===== config.mk =====
export PLATFORM = sky130hd
export DESIGN_NAME = sm3_hash_engine_flat
export DESIGN_NICKNAME = d
export VERILOG_FILES = /design/src/sm3_pkg.sv /design/src/sm3_if.sv /design/src/sm3_front.sv /design/src/sm3_queue.sv /design/src/sm3_back.sv /design/src/sm3_hash_engine.sv /design/src/flat_wrapper.sv
export SDC_FILE = /design/constraint.sdc
export NUM_CORES = 2
export LEC_CHECK = 0
export ABC_AREA = 0
export BUFFER_PORTS_ARGS = -buffer_cell sky130_fd_sc_hd__buf_2
export CAP_MARGIN = 20
export CORE_MARGIN = 5
export CORE_UTILIZATION = 50
export CTS_CLUSTER_DIAMETER = 120
export DETAILED_ROUTE_END_ITERATION = 10
export PLACE_DENSITY_LB_ADDON = 0.05
export REMOVE_ABC_BUFFERS = 1
export SLEW_MARGIN = 40
export SYNTH_ARGS = -nofsm -noshare
export SYNTH_HDL_FRONTEND = slang
export SYNTH_HIERARCHICAL = 1
export SYNTH_SLANG_ARGS = --single-unit

===== constraint.sdc =====
create_clock -name i_clk -period 29.3 [get_ports i_clk]
set_input_delay 4.395 -clock i_clk [delete_from_list [all_inputs] [get_ports i_clk]]
set_output_delay 4.395 -clock i_clk [all_outputs]
set_load 0.005 [all_outputs]

===== src/sm3_pkg.sv =====
// SM3 engine package: constants, types, round helper functions.
// No dependencies.
`default_nettype none
package sm3_pkg;
    localparam int unsigned QueueDepth = 4;

    localparam logic [31:0] T_LOW  = 32'h79CC4519;
    localparam logic [31:0] T_HIGH = 32'h7A879D8A;
    localparam logic [7:0]  PAD_BYTE = 8'h80;

    localparam logic [31:0] IV [8] = '{
        32'h7380166F, 32'h4914B2B9, 32'h172442D7, 32'hDA8A0600,
        32'hA96F30BC, 32'h163138AA, 32'hE38DEE4D, 32'hB0FB0E4E
    };

    // word class handed from front to back
    typedef enum logic [1:0] {
        K_DATA = 2'd0,
        K_ZERO = 2'd1,
        K_LAST = 2'd2
    } t_kind;

    typedef struct packed {
        logic [31:0] data;
        t_kind       kind;
    } t_qword;

    typedef enum logic [2:0] {
        S_FILL  = 3'd0,
        S_EXP   = 3'd1,
        S_ROUND = 3'd2,
        S_FOLD  = 3'd3,
        S_EMIT  = 3'd4
    } t_state;

    function automatic logic [31:0] rotl(input logic [31:0] x, input logic [4:0] n);
        logic [63:0] d;
        d = {x, x} << n;
        return d[63:32];
    endfunction

    function automatic logic [31:0] p0(input logic [31:0] x);
        return x ^ rotl(x, 5'd9) ^ rotl(x, 5'd17);
    endfunction

    function automatic logic [31:0] p1(input logic [31:0] x);
        return x ^ rotl(x, 5'd15) ^ rotl(x, 5'd23);
    endfunction
endpackage
`default_nettype wire


===== src/sm3_if.sv =====
// Valid/ready channel interfaces for the SM3 engine.
// Depends on nothing.
`default_nettype none
interface sm3_in_if;
    logic        valid;
    logic        ready;
    logic [31:0] msg_word;
    logic [2:0]  bytes_valid;
    logic        is_last;
    modport source (output valid, msg_word, bytes_valid, is_last, input ready);
    modport sink   (input valid, msg_word, bytes_valid, is_last, output ready);
endinterface

interface sm3_out_if;
    logic        valid;
    logic        ready;
    logic [31:0] digest_word;
    logic [2:0]  word_index;
    logic        last_digest;
    modport source (output valid, digest_word, word_index, last_digest, input ready);
    modport sink   (input valid, digest_word, word_index, last_digest, output ready);
endinterface
`default_nettype wire


===== src/sm3_front.sv =====
// Front end: accepts message words, counts length, emits padded word stream.
// Depends on sm3_pkg.
`default_nettype none
module sm3_front import sm3_pkg::*; (
    input  wire logic   i_clk,
    input  wire logic   i_rst_n,
    input  wire logic   i_valid,
    output logic        o_ready,
    input  wire logic [31:0] i_msg_word,
    input  wire logic [2:0]  i_bytes_valid,
    input  wire logic        i_is_last,
    output logic        o_q_valid,
    input  wire logic   i_q_ready,
    output t_qword      o_q_word
);
    // pad phase: 0 = accept input, 1 = zero fill, 2 = len hi, 3 = len lo
    logic [1:0]  r_phase, n_phase;
    logic [3:0]  r_cnt, n_cnt;
    logic [63:0] r_bits, n_bits;
    logic [2:0]  nb;
    logic [63:0] bits_add;
    logic [31:0] keep, padw;
    logic        take;

    assign nb = (i_bytes_valid > 3'd4) ? 3'd4 : i_bytes_valid;
    assign bits_add = i_bits_of(i_is_last, nb);

    function automatic logic [63:0] i_bits_of(input logic l, input logic [2:0] n);
        return l ? {58'd0, n, 3'd0} : 64'd32;
    endfunction

    always_comb begin
        keep = 32'hFFFFFFFF;
        padw = i_msg_word;
        case (nb)
            3'd0: begin keep = 32'h0; padw = {PAD_BYTE, 24'h0}; end
            3'd1: begin keep = 32'hFF000000; padw = (i_msg_word & keep) | {8'h0, PAD_BYTE, 16'h0}; end
            3'd2: begin keep = 32'hFFFF0000; padw = (i_msg_word & keep) | {16'h0, PAD_BYTE, 8'h0}; end
            3'd3: begin keep = 32'hFFFFFF00; padw = (i_msg_word & keep) | {24'h0, PAD_BYTE}; end
            default: padw = i_msg_word;
        endcase
    end

    // a full last word needs two queue slots: it is taken as data, then a pad word follows
    logic r_pend, n_pend;

    always_comb begin
        n_phase = r_phase; n_cnt = r_cnt; n_bits = r_bits; n_pend = r_pend;
        o_ready = 1'b0; o_q_valid = 1'b0; take = 1'b0;
        o_q_word = '{data: 32'h0, kind: K_ZERO};
        case (r_phase)
            2'd0: begin
                if (r_pend) begin
                    o_q_valid = 1'b1;
                    o_q_word = '{data: {PAD_BYTE, 24'h0}, kind: K_DATA};
                    if (i_q_ready) begin
                        n_pend = 1'b0; n_cnt = r_cnt + 4'd1;
                        n_phase = 2'd1;
                    end
                end else begin
                    o_ready = i_q_ready;
                    o_q_valid = i_valid;
                    o_q_word = '{data: (i_is_last && nb != 3'd4) ? padw : i_msg_word,
                                 kind: K_DATA};
                    take = i_valid && i_q_ready;
                    if (take) begin
                        n_bits = r_bits + bits_add;
                        n_cnt = r_cnt + 4'd1;
                        if (i_is_last) begin
                            if (nb == 3'd4) n_pend = 1'b1;
                            else n_phase = 2'd1;
                        end
                    end
                end
            end
            2'd1: begin
                if (r_cnt == 4'd14) begin
                    n_phase = 2'd2;
                end else begin
                    o_q_valid = 1'b1;
                    if (i_q_ready) n_cnt = r_cnt + 4'd1;
                end
            end
            2'd2: begin
                o_q_valid = 1'b1;
                o_q_word = '{data: r_bits[63:32], kind: K_DATA};
                if (i_q_ready) begin n_cnt = r_cnt + 4'd1; n_phase = 2'd3; end
            end
            default: begin
                o_q_valid = 1'b1;
                o_q_word = '{data: r_bits[31:0], kind: K_LAST};
                if (i_q_ready) begin
                    n_cnt = 4'd0; n_phase = 2'd0; n_bits = 64'd0;
                end
            end
        endcase
    end

    always_ff @(posedge i_clk) begin
        if (!i_rst_n) begin
            r_phase <= 2'd0; r_cnt <= 4'd0; r_bits <= 64'd0; r_pend <= 1'b0;
        end else begin
            r_phase <= n_phase; r_cnt <= n_cnt; r_bits <= n_bits; r_pend <= n_pend;
        end
    end
endmodule
`default_nettype wire


===== src/sm3_queue.sv =====
// Small FIFO between front and back ends.
// Depends on sm3_pkg.
`default_nettype none
module sm3_queue import sm3_pkg::*; #(
    parameter int unsigned DEPTH = QueueDepth
) (
    input  wire logic i_clk,
    input  wire logic i_rst_n,
    input  wire logic i_valid,
    output logic      o_ready,
    input  t_qword    i_data,
    output logic      o_valid,
    input  wire logic i_ready,
    output t_qword    o_data
);
    localparam int unsigned AW = (DEPTH > 1) ? $clog2(DEPTH) : 1;
    t_qword r_mem [DEPTH];
    logic [AW-1:0] r_wp, r_rp;
    logic [AW:0]   r_cnt;
    logic wr, rd;

    assign o_ready = (r_cnt != (AW+1)'(DEPTH));
    assign o_valid = (r_cnt != '0);
    assign o_data  = r_mem[r_rp];
    assign wr = i_valid && o_ready;
    assign rd = o_valid && i_ready;

    function automatic logic [AW-1:0] inc(input logic [AW-1:0] p);
        return (p == AW'(DEPTH - 1)) ? '0 : p + 1'b1;
    endfunction

    always_ff @(posedge i_clk) begin
        if (wr) r_mem[r_wp] <= i_data;
    end

    always_ff @(posedge i_clk) begin
        if (!i_rst_n) begin
            r_wp <= '0; r_rp <= '0; r_cnt <= '0;
        end else begin
            if (wr) r_wp <= inc(r_wp);
            if (rd) r_rp <= inc(r_rp);
            r_cnt <= r_cnt + (AW+1)'(wr) - (AW+1)'(rd);
        end
    end
endmodule
`default_nettype wire


===== src/sm3_back.sv =====
// Back end: block buffer, message expansion window, 64-round compression, digest output.
// Depends on sm3_pkg.
`default_nettype none
module sm3_back import sm3_pkg::*; (
    input  wire logic i_clk,
    input  wire logic i_rst_n,
    input  wire logic i_q_valid,
    output logic      o_q_ready,
    input  t_qword    i_q_word,
    output logic      o_valid,
    input  wire logic i_ready,
    output logic [31:0] o_digest_word,
    output logic [2:0]  o_word_index,
    output logic        o_last_digest
);
    t_state r_state, n_state;
    logic [31:0] r_cv [8];
    logic [31:0] r_w  [16];
    logic [31:0] r_r  [8];
    logic [3:0]  r_wib;
    logic [5:0]  r_rnd;
    logic        r_fin;
    logic [2:0]  r_oidx;

    logic [31:0] t, a12, ss1, ss2, ff, gg, tt1, tt2, wnew;
    logic push;

    assign o_q_ready = (r_state == S_FILL);
    assign push = i_q_valid && o_q_ready;

    always_comb begin
        t   = (r_rnd < 6'd16) ? T_LOW : T_HIGH;
        a12 = rotl(r_r[0], 5'd12);
        ss1 = rotl(a12 + r_r[4] + rotl(t, r_rnd[4:0]), 5'd7);
        ss2 = ss1 ^ a12;
        if (r_rnd < 6'd16) begin
            ff = r_r[0] ^ r_r[1] ^ r_r[2];
            gg = r_r[4] ^ r_r[5] ^ r_r[6];
        end else begin
            ff = (r_r[0] & r_r[1]) | (r_r[0] & r_r[2]) | (r_r[1] & r_r[2]);
            gg = (r_r[4] & r_r[5]) | (~r_r[4] & r_r[6]);
        end
        tt1 = ff + r_r[3] + ss2 + (r_w[0] ^ r_w[4]);
        tt2 = gg + r_r[7] + ss1 + r_w[0];
        wnew = p1(r_w[0] ^ r_w[7] ^ rotl(r_w[13], 5'd15)) ^ rotl(r_w[3], 5'd7) ^ r_w[10];
    end

    always_comb begin
        n_state = r_state;
        case (r_state)
            S_FILL:  if (push && r_wib == 4'd15) n_state = S_ROUND;
            S_ROUND: if (r_rnd == 6'd63) n_state = S_FOLD;
            S_FOLD:  n_state = r_fin ? S_EMIT : S_FILL;
            S_EMIT:  if (i_ready && r_oidx == 3'd7) n_state = S_FILL;
            default: n_state = S_FILL;
        endcase
    end

    assign o_valid = (r_state == S_EMIT);
    assign o_digest_word = r_cv[r_oidx];
    assign o_word_index = r_oidx;
    assign o_last_digest = (r_oidx == 3'd7);

    always_ff @(posedge i_clk) begin
        if (!i_rst_n) begin
            r_state <= S_FILL; r_wib <= 4'd0; r_rnd <= 6'd0; r_fin <= 1'b0; r_oidx <= 3'd0;
            for (int k = 0; k < 8; k++) r_cv[k] <= IV[k];
        end else begin
            r_state <= n_state;
            case (r_state)
                S_FILL: if (push) begin
                    r_w[r_wib] <= i_q_word.data;
                    r_wib <= r_wib + 4'd1;
                    if (r_wib == 4'd15) begin
                        r_fin <= (i_q_word.kind == K_LAST);
                        for (int k = 0; k < 8; k++) r_r[k] <= r_cv[k];
                    end
                end
                S_ROUND: begin
                    r_rnd <= r_rnd + 6'd1;
                    for (int k = 0; k < 15; k++) r_w[k] <= r_w[k+1];
                    r_w[15] <= wnew;
                    r_r[3] <= r_r[2]; r_r[2] <= rotl(r_r[1], 5'd9);
                    r_r[1] <= r_r[0]; r_r[0] <= tt1;
                    r_r[7] <= r_r[6]; r_r[6] <= rotl(r_r[5], 5'd19);
                    r_r[5] <= r_r[4]; r_r[4] <= p0(tt2);
                end
                S_FOLD: begin
                    r_rnd <= 6'd0;
                    for (int k = 0; k < 8; k++) r_cv[k] <= r_cv[k] ^ r_r[k];
                end
                S_EMIT: if (i_ready) begin
                    r_oidx <= r_oidx + 3'd1;
                    if (r_oidx == 3'd7) begin
                        r_fin <= 1'b0;
                        for (int k = 0; k < 8; k++) r_cv[k] <= IV[k];
                    end
                end
                default: ;
            endcase
        end
    end

`ifndef SYNTHESIS
    a_rnd_idle: assert property (@(posedge i_clk) disable iff (!i_rst_n)
        (r_state != S_ROUND) |-> (r_rnd == 6'd0 || r_state == S_FOLD))
        else $error("round counter not parked");
    a_emit_fin: assert property (@(posedge i_clk) disable iff (!i_rst_n)
        (r_state == S_EMIT) |-> r_fin) else $error("emit without final block");
    a_fill_blk: assert property (@(posedge i_clk) disable iff (!i_rst_n)
        (r_state == S_FOLD) |-> (r_wib == 4'd0)) else $error("block count off");
`endif
endmodule
`default_nettype wire


===== src/sm3_hash_engine.sv =====
// SM3 hash engine top: front end, word queue and compression back end.
// A 16-word block passes through fill, 64 rounds and a fold into the chaining value;
// further message words wait in the queue while the single shared round unit is busy.
// Final word: padding words up to 18 more, then 8 digest transactions.
// Reset is synchronous, active low; it restores the IV and clears all counters.
`default_nettype none
module sm3_hash_engine import sm3_pkg::*; #(
    parameter int unsigned QUEUE_DEPTH = QueueDepth
) (
    input  wire logic i_clk,
    input  wire logic i_rst_n,
    sm3_in_if.sink    i_in,
    sm3_out_if.source o_out
);
    logic   fq_valid, fq_ready, qb_valid, qb_ready;
    t_qword fq_word, qb_word;

    sm3_front u_front (
        .i_clk, .i_rst_n,
        .i_valid(i_in.valid), .o_ready(i_in.ready),
        .i_msg_word(i_in.msg_word), .i_bytes_valid(i_in.bytes_valid),
        .i_is_last(i_in.is_last),
        .o_q_valid(fq_valid), .i_q_ready(fq_ready), .o_q_word(fq_word)
    );

    sm3_queue #(.DEPTH(QUEUE_DEPTH)) u_queue (
        .i_clk, .i_rst_n,
        .i_valid(fq_valid), .o_ready(fq_ready), .i_data(fq_word),
        .o_valid(qb_valid), .i_ready(qb_ready), .o_data(qb_word)
    );

    sm3_back u_back (
        .i_clk, .i_rst_n,
        .i_q_valid(qb_valid), .o_q_ready(qb_ready), .i_q_word(qb_word),
        .o_valid(o_out.valid), .i_ready(o_out.ready),
        .o_digest_word(o_out.digest_word), .o_word_index(o_out.word_index),
        .o_last_digest(o_out.last_digest)
    );
endmodule
`default_nettype wire

===== src/flat_wrapper.sv =====
// flat-port wrapper written by rule: the top's interface ports become plain ports
module sm3_hash_engine_flat import sm3_pkg::*;
#(
    parameter int unsigned QUEUE_DEPTH = QueueDepth
)
  (i_clk, i_rst_n, i_in_valid, i_in_msg_word, i_in_bytes_valid, i_in_is_last, i_in_ready, o_out_valid, o_out_digest_word, o_out_word_index, o_out_last_digest, o_out_ready);
  sm3_in_if i_in_i ();
  sm3_out_if o_out_i ();
  input  wire logic i_clk;
  input  wire logic i_rst_n;
  input wire logic [$bits(i_in_i.valid)-1:0] i_in_valid;
  input wire logic [$bits(i_in_i.msg_word)-1:0] i_in_msg_word;
  input wire logic [$bits(i_in_i.bytes_valid)-1:0] i_in_bytes_valid;
  input wire logic [$bits(i_in_i.is_last)-1:0] i_in_is_last;
  output wire logic [$bits(i_in_i.ready)-1:0] i_in_ready;
  output wire logic [$bits(o_out_i.valid)-1:0] o_out_valid;
  output wire logic [$bits(o_out_i.digest_word)-1:0] o_out_digest_word;
  output wire logic [$bits(o_out_i.word_index)-1:0] o_out_word_index;
  output wire logic [$bits(o_out_i.last_digest)-1:0] o_out_last_digest;
  input wire logic [$bits(o_out_i.ready)-1:0] o_out_ready;
  assign i_in_i.valid = i_in_valid;
  assign i_in_i.msg_word = i_in_msg_word;
  assign i_in_i.bytes_valid = i_in_bytes_valid;
  assign i_in_i.is_last = i_in_is_last;
  assign i_in_ready = i_in_i.ready;
  assign o_out_valid = o_out_i.valid;
  assign o_out_digest_word = o_out_i.digest_word;
  assign o_out_word_index = o_out_i.word_index;
  assign o_out_last_digest = o_out_i.last_digest;
  assign o_out_i.ready = o_out_ready;
  sm3_hash_engine #(.QUEUE_DEPTH(QUEUE_DEPTH)) u_core (.i_clk(i_clk), .i_rst_n(i_rst_n), .i_in(i_in_i), .o_out(o_out_i));
endmodule

### Word level (Yosys, flattened, before mapping)

Memory sizes are Yosys's and may differ from the RTL's. A register that Yosys moved wholly into a read port is not among the register bits.
Index checks and enable logic that the tools add are counted.

| word-level totals | value |
|---|---|
| bits in registers | 95 |
| RAM bits | 1160 |
| input bits | 40 |
| output and inout bits | 38 |
| word-level logic and storage cells | 255 |
| memories | 4 |

Memory list:

| name | depth | width | read ports | clocked after Yosys merged registers in | wr ports | line | RTL |
|---|---|---|---|---|---|---|---|
| u_core.u_back.r_w | 16 | 32 | 16 | 0 | 16 | sm3_back.sv:18 | `logic [31:0] r_w [16];` |
| u_core.u_back.r_cv | 8 | 32 | 9 | 1 | 8 | sm3_back.sv:17 | `logic [31:0] r_cv [8];` |
| u_core.u_back.r_r | 8 | 32 | 8 | 0 | 8 | sm3_back.sv:19 | `logic [31:0] r_r [8];` |
| u_core.u_queue.r_mem | 4 | 34 | 1 | 1 | 1 | sm3_queue.sv:17 | `t_qword r_mem [DEPTH];` |

| cells by class | value |
|---|---|
| add/subtract/negate cells | 17 |
| order comparisons | 2 |
| equal/unequal tests | 34 |
| shifts and indexed selects | 1 |
| multiplexer cells | 105 |
| bitwise operators | 56 |
| reductions and logical operators | 24 |

Operators with widths:

| operator | count |
|---|---|
| $mux W32 | 28 |
| $xor A32 B32 Y32 | 22 |
| $add A32 B32 Y32 | 8 |
| $mux W64 | 3 |
| $and A32 B32 Y32 | 5 |
| $pmux W32 S4 | 1 |
| $pmux W64 S2 | 1 |
| $pmux W34 S3 | 1 |
| $or A32 B32 Y32 | 3 |
| $add A64 B6 Y64 | 1 |
| $shl A63 B5 Y64 | 1 |
| $mux W1 | 37 |
| $mux W34 | 1 |
| $not A32 Y32 | 1 |
| $reduce_or A32 Y1 | 1 |
| $mux W26 | 1 |
| $mux W2 | 12 |
| $mux W4 | 6 |
| $or A1 B1 Y1 | 24 |
| $mux W3 | 7 |
| $ne A2 B2 Y1 const B | 9 |
| $ne A3 B3 Y1 const B | 6 |
| $eq A3 B2 Y1 const B | 4 |
| $pmux W3 S4 | 1 |
| 33 further kinds | 55 |

### Depth between registers and ports, before layout

An unclocked memory read counts as a cell.

| logic depth | value |
|---|---|
| depth in word-level cells | 11 |
| depth in mapped cells | 44 |
| gate-level depth less buffers | 39 |

### Hierarchy

Netlist, hierarchy kept.

Modules (own cells, without submodules):

| module | times used | cells each | area an instance (µm²) | sequential area each (µm²) |
|---|---|---|---|---|
| sm3_back | 1 | 5672 | 58313.4 | 29868.6 |
| sm3_queue | 1 | 230 | 5383.9 | 4264.1 |
| sm3_front | 1 | 561 | 4267.8 | 1361.3 |

### Least setup slack after synthesis

OpenSTA, ideal clock, no wires.

| path | value |
|---|---|
| path type | input-to-reg |
| start point | input port i_rst_n |
| end point | memory u_core.u_back.r_r[0][0], enable pin |
| setup time | 1.961 ns |
| arrival time | 9.606 ns |
| required time | 27.339 ns |
| setup slack | 17.734 ns |
| stages | 5 |
| buffers on the path | 3 |
| cell sequence | nand2_1 clkbuf_1 clkbuf_1 clkbuf_1 nand2_1 |

RTL lines:

| element | line | RTL |
|---|---|---|
| start, declared | flat_wrapper.sv:10 | `input wire logic i_rst_n;` |
| end, declared | sm3_back.sv:19 |  |

==> impl_metrics.yaml <==
run_status:
  status: "complete, no violations"
worst_setup_path:
  end_kind: "flip-flop"
  path_class: "flip-flop to flip-flop"
  worst_r2r_endpoint: "u_core/u_back/r_r[0][30]"
  cp-start-kind: "flip-flop"
  cp_data_required_time_ns: 29.80
  r2r_start: "u_core/u_back/r_rnd[5]"
  path_max_fanout: 60
  arrival_ns: 10.98
  r2r_cells: 36
  crit_path_max_incr_delay_ns: 0.64
  critPathSlowestCell: "nor4_1"
  regToRegSetupSlack_ns: 18.82
die:
  die_h_um: 379
  io-pin-count: 78
  start_util_pct: 50.2
  coreArea_mm2: 0.135
  num_rows: 135
  die_area_mm2: 0.143
  fp.dieW_um: 379
worst_hold_path:
  hp-class: "flip-flop to flip-flop"
  holdPathEnd: "u_core/u_back/r_state[2]"
  hp-start: "u_core/u_back/r_fin"
  holdPathStages: 2
routing:
  wl_um: 224000
  drc: 0
  drt-initial-drc-count: 4731
  viasPerCell: 5.71
  antenna_left: 0
  vias: 47600
  wl_per_cell_um: 26.8
  dr.pass1.iters: 7
timing:
  period_needed_ns: 10.48
  setup_violations: 0
  fmax_mhz: 95.4
  hold_viol: 0
  maxSlewHeadroom_pct: 40.4
  worst_pin_slew_ns: 0.891
  hold_slack_ns: 0.464
  period_share_pct: 35.8
  fin_tns_setup_ns: 0
  maxSlewViolCount: 0
  fin_worst_skew_ns: 0.0433
  rsz0062_at_grt: "no"
placed_design:
  placed_area_mm2: 0.0702
  portBuffers: 77
  dp_hpwl_um: 159000
  gp_congestion: 0.982
  place_inst: 8069
finish:
  design_area_mm2: 0.0749
  fin_cells: 8339
  fin_nets: 6786
  area_delta_synth_final_pct: 10.2
  final_layout_size_suffix_gt1_share_pct: 9.05
power_and_ir_drop:
  ir_drop_mv: 0.0596
  p_leak_nw: 27.5
  powerDensity_mw_per_mm2: 86.1
  finalPower_mw: 6.45
clock_tree:
  postCtsSetupBuffers: 0
  clock_sinks: 1257
  cts-root-buf: "clkbuf_16"
  hold_buffers: 0
  cts_resized: 0
  path_clk_slew_ns: 0.06
  cts_made_buffers: 142
  cts_buffer_depth: 3
  cts_tree: "done"
  htree_num_levels: 4
  clk_latency_ns: 0.78
global_route:
  grt_use_total_pct: 31.1
  grt_max_degree: 137
  grt_pass1_wl_um: 322000
  antenna_found_initial: 6
  grt_overflow: 0
  grt_pass1_vias: 45200
run:
  drv_cap: 0
synth:
  synthArstFlopShare_pct: 0
  yosysWarnings: 6
  avgSynthCellArea_um2: 10.5
  seq_area_frac_synth_pct: 52.2
  synth_enable_flop_cells: 1032
  synth_top_cell_area_share_pct: 45.6
  synthFlopType: "edfxtp_1"
  yosys.area.top_type: "edfxtp_1"
  ys_ff_latch: 1257
  synthTopCellsByArea: "edfxtp_1 (46%), nand2_1 (11%), dfxtp_1 (6.6%), xnor2_1 (5.9%), fa_1 (5.6%)"
  syn_inst: 6463
  netlist_area_mm2: 0.0680
  synth.distinct_cells: 91
## worst max path at each step
stage	start	endpoint	slack [ns]	cells past startpoint
floorplan	i_rst_n	u_core/u_back/r_r[0][0]	5.61	2
CTS	u_core/u_back/r_rnd[5]	u_core/u_back/r_r[0][25]	18.97	36
global route	u_core/u_back/r_rnd[5]	u_core/u_back/r_r[0][25]	18.19	36
finish	u_core/u_back/r_rnd[5]	u_core/u_back/r_r[0][30]	18.82	36
global placement	u_core/u_back/r_rnd[5]	u_core/u_back/r_r[0][25]	19.26	36
detailed placement	u_core/u_back/r_rnd[5]	u_core/u_back/r_r[0][25]	19.03	36
## critical path: cells and delay by family, from the launching register on
family,cells,cell delay (ns)
simple gates,6,1.57
mux,2,0.39
flops,1,0.34
xor+xnor,3,0.76
fa+ha+maj,7,2.86
buf+inv,4,0.87
compound gates,14,3.40
## routing by layer
layer  routed length (um)  GRT usage [%]
met1                92200           41.7
met4                 9430           11.8
met3                14300           4.65
met5                   14              0
met2               108000           51.4
## layout make-up
type | count | area (um2)
flip-flops and latches | 1257 | 35500
well taps | 1781 | 2230
diodes | 6 | 15.0
repair buffers | 142 | 1030
clock inverters | 70 | 681
multi-input cells | 4585 | 30400
inverters | 308 | 1160
fillers | 11900 | 60400
clock buffers | 190 | 3890
## logic make-up after synthesis
group	synth area share, %
and+or+nand+nor	15.4
muxes	4.93
DFF	52.2
AOI/OAI and AO/OA	6.92
adders and majority gates	7.81
buffers and inverters	3.49
xor gates and xnor gates	9.20
## Yosys cell counts, types with 4 or more instances
cell         n
o21ai_0    282
nand3_1     46
mux4_2      98
nor2b_1     16
o21bai_1    17
mux2_2      57
nand4_1     38
and4_1       5
a31o_2       7
nor2_1     284
nor4_1      20
dfxtp_1    225
a21o_1      49
a21oi_1    183
o221ai_1     5
nor3_1      53
xnor2_1    461
a21boi_0    12
nand2_1   1991
o31ai_1     28
or4_1       18
o31a_1       4
xor2_1     243
o21a_1      22
o22ai_1      5
a22oi_1     27
buf_1       41
fa_1       190
clkbuf_1   261
a211oi_1    21
nand3b_1     4
edfxtp_1  1032
o21ai_1     17
or3_1       16
and3_1      23
a221oi_1    12
mux2i_1     50
and2_1      19
buf_2        5
ha_1       120
inv_1      307
nand2b_1    21
o211ai_1    18
or2_2        8
a31oi_1     24
## registers in the layout, indices dropped and copies added, names as in the netlist, 3 cells and up, named ones only
name / flops
u_core/u_back/o_word_index: 3
u_core/u_back/r_cv: 256
u_core/u_back/r_r: 256
u_core/u_back/r_rnd: 6
u_core/u_back/r_state: 3
u_core/u_back/r_w: 512
u_core/u_back/r_wib: 4
u_core/u_front/r_bits: 61
u_core/u_front/r_cnt: 4
u_core/u_queue/r_cnt: 3
u_core/u_queue/r_mem: 136
## power breakdown
| group | switching (mW) | leakage [nW] | internal [mW] |
|---|---|---|---|
| Clock | 0.760 | 2.22 | 0.997 |
| Combinational | 1.52 | 14.4 | 0.820 |
| Sequential | 0.0988 | 10.8 | 2.25 |
| Total | 2.38 | 27.5 | 4.07 |
## layout by cell type, fill, tap and decap left out, types with 49 or more instances in the layout
| cell | n |
|---|---|
| inv_1 | 306 |
| mux2_2 | 57 |
| edfxtp_1 | 1032 |
| buf_2 | 77 |
| ha_1 | 119 |
| xnor2_1 | 450 |
| o21ai_0 | 276 |
| clkbuf_16 | 145 |
| dfxtp_1 | 219 |
| mux4_2 | 98 |
| nand2_1 | 1977 |
| xor2_1 | 242 |
| a21o_1 | 49 |
| nor2_1 | 282 |
| nor3_1 | 53 |
| buf_4 | 50 |
| a21oi_1 | 182 |
| mux2i_1 | 50 |
| fa_1 | 190 |
## stage by stage
step                utilization, %  worst slack (ns)
floorplan                        -              5.61
global route                  55.3             18.19
finish                        55.4             18.82
detailed placement            51.9             19.03
global placement              51.7             19.26
CTS                           55.3             18.97
No activity file was read; power rests on OpenSTA's default activity.
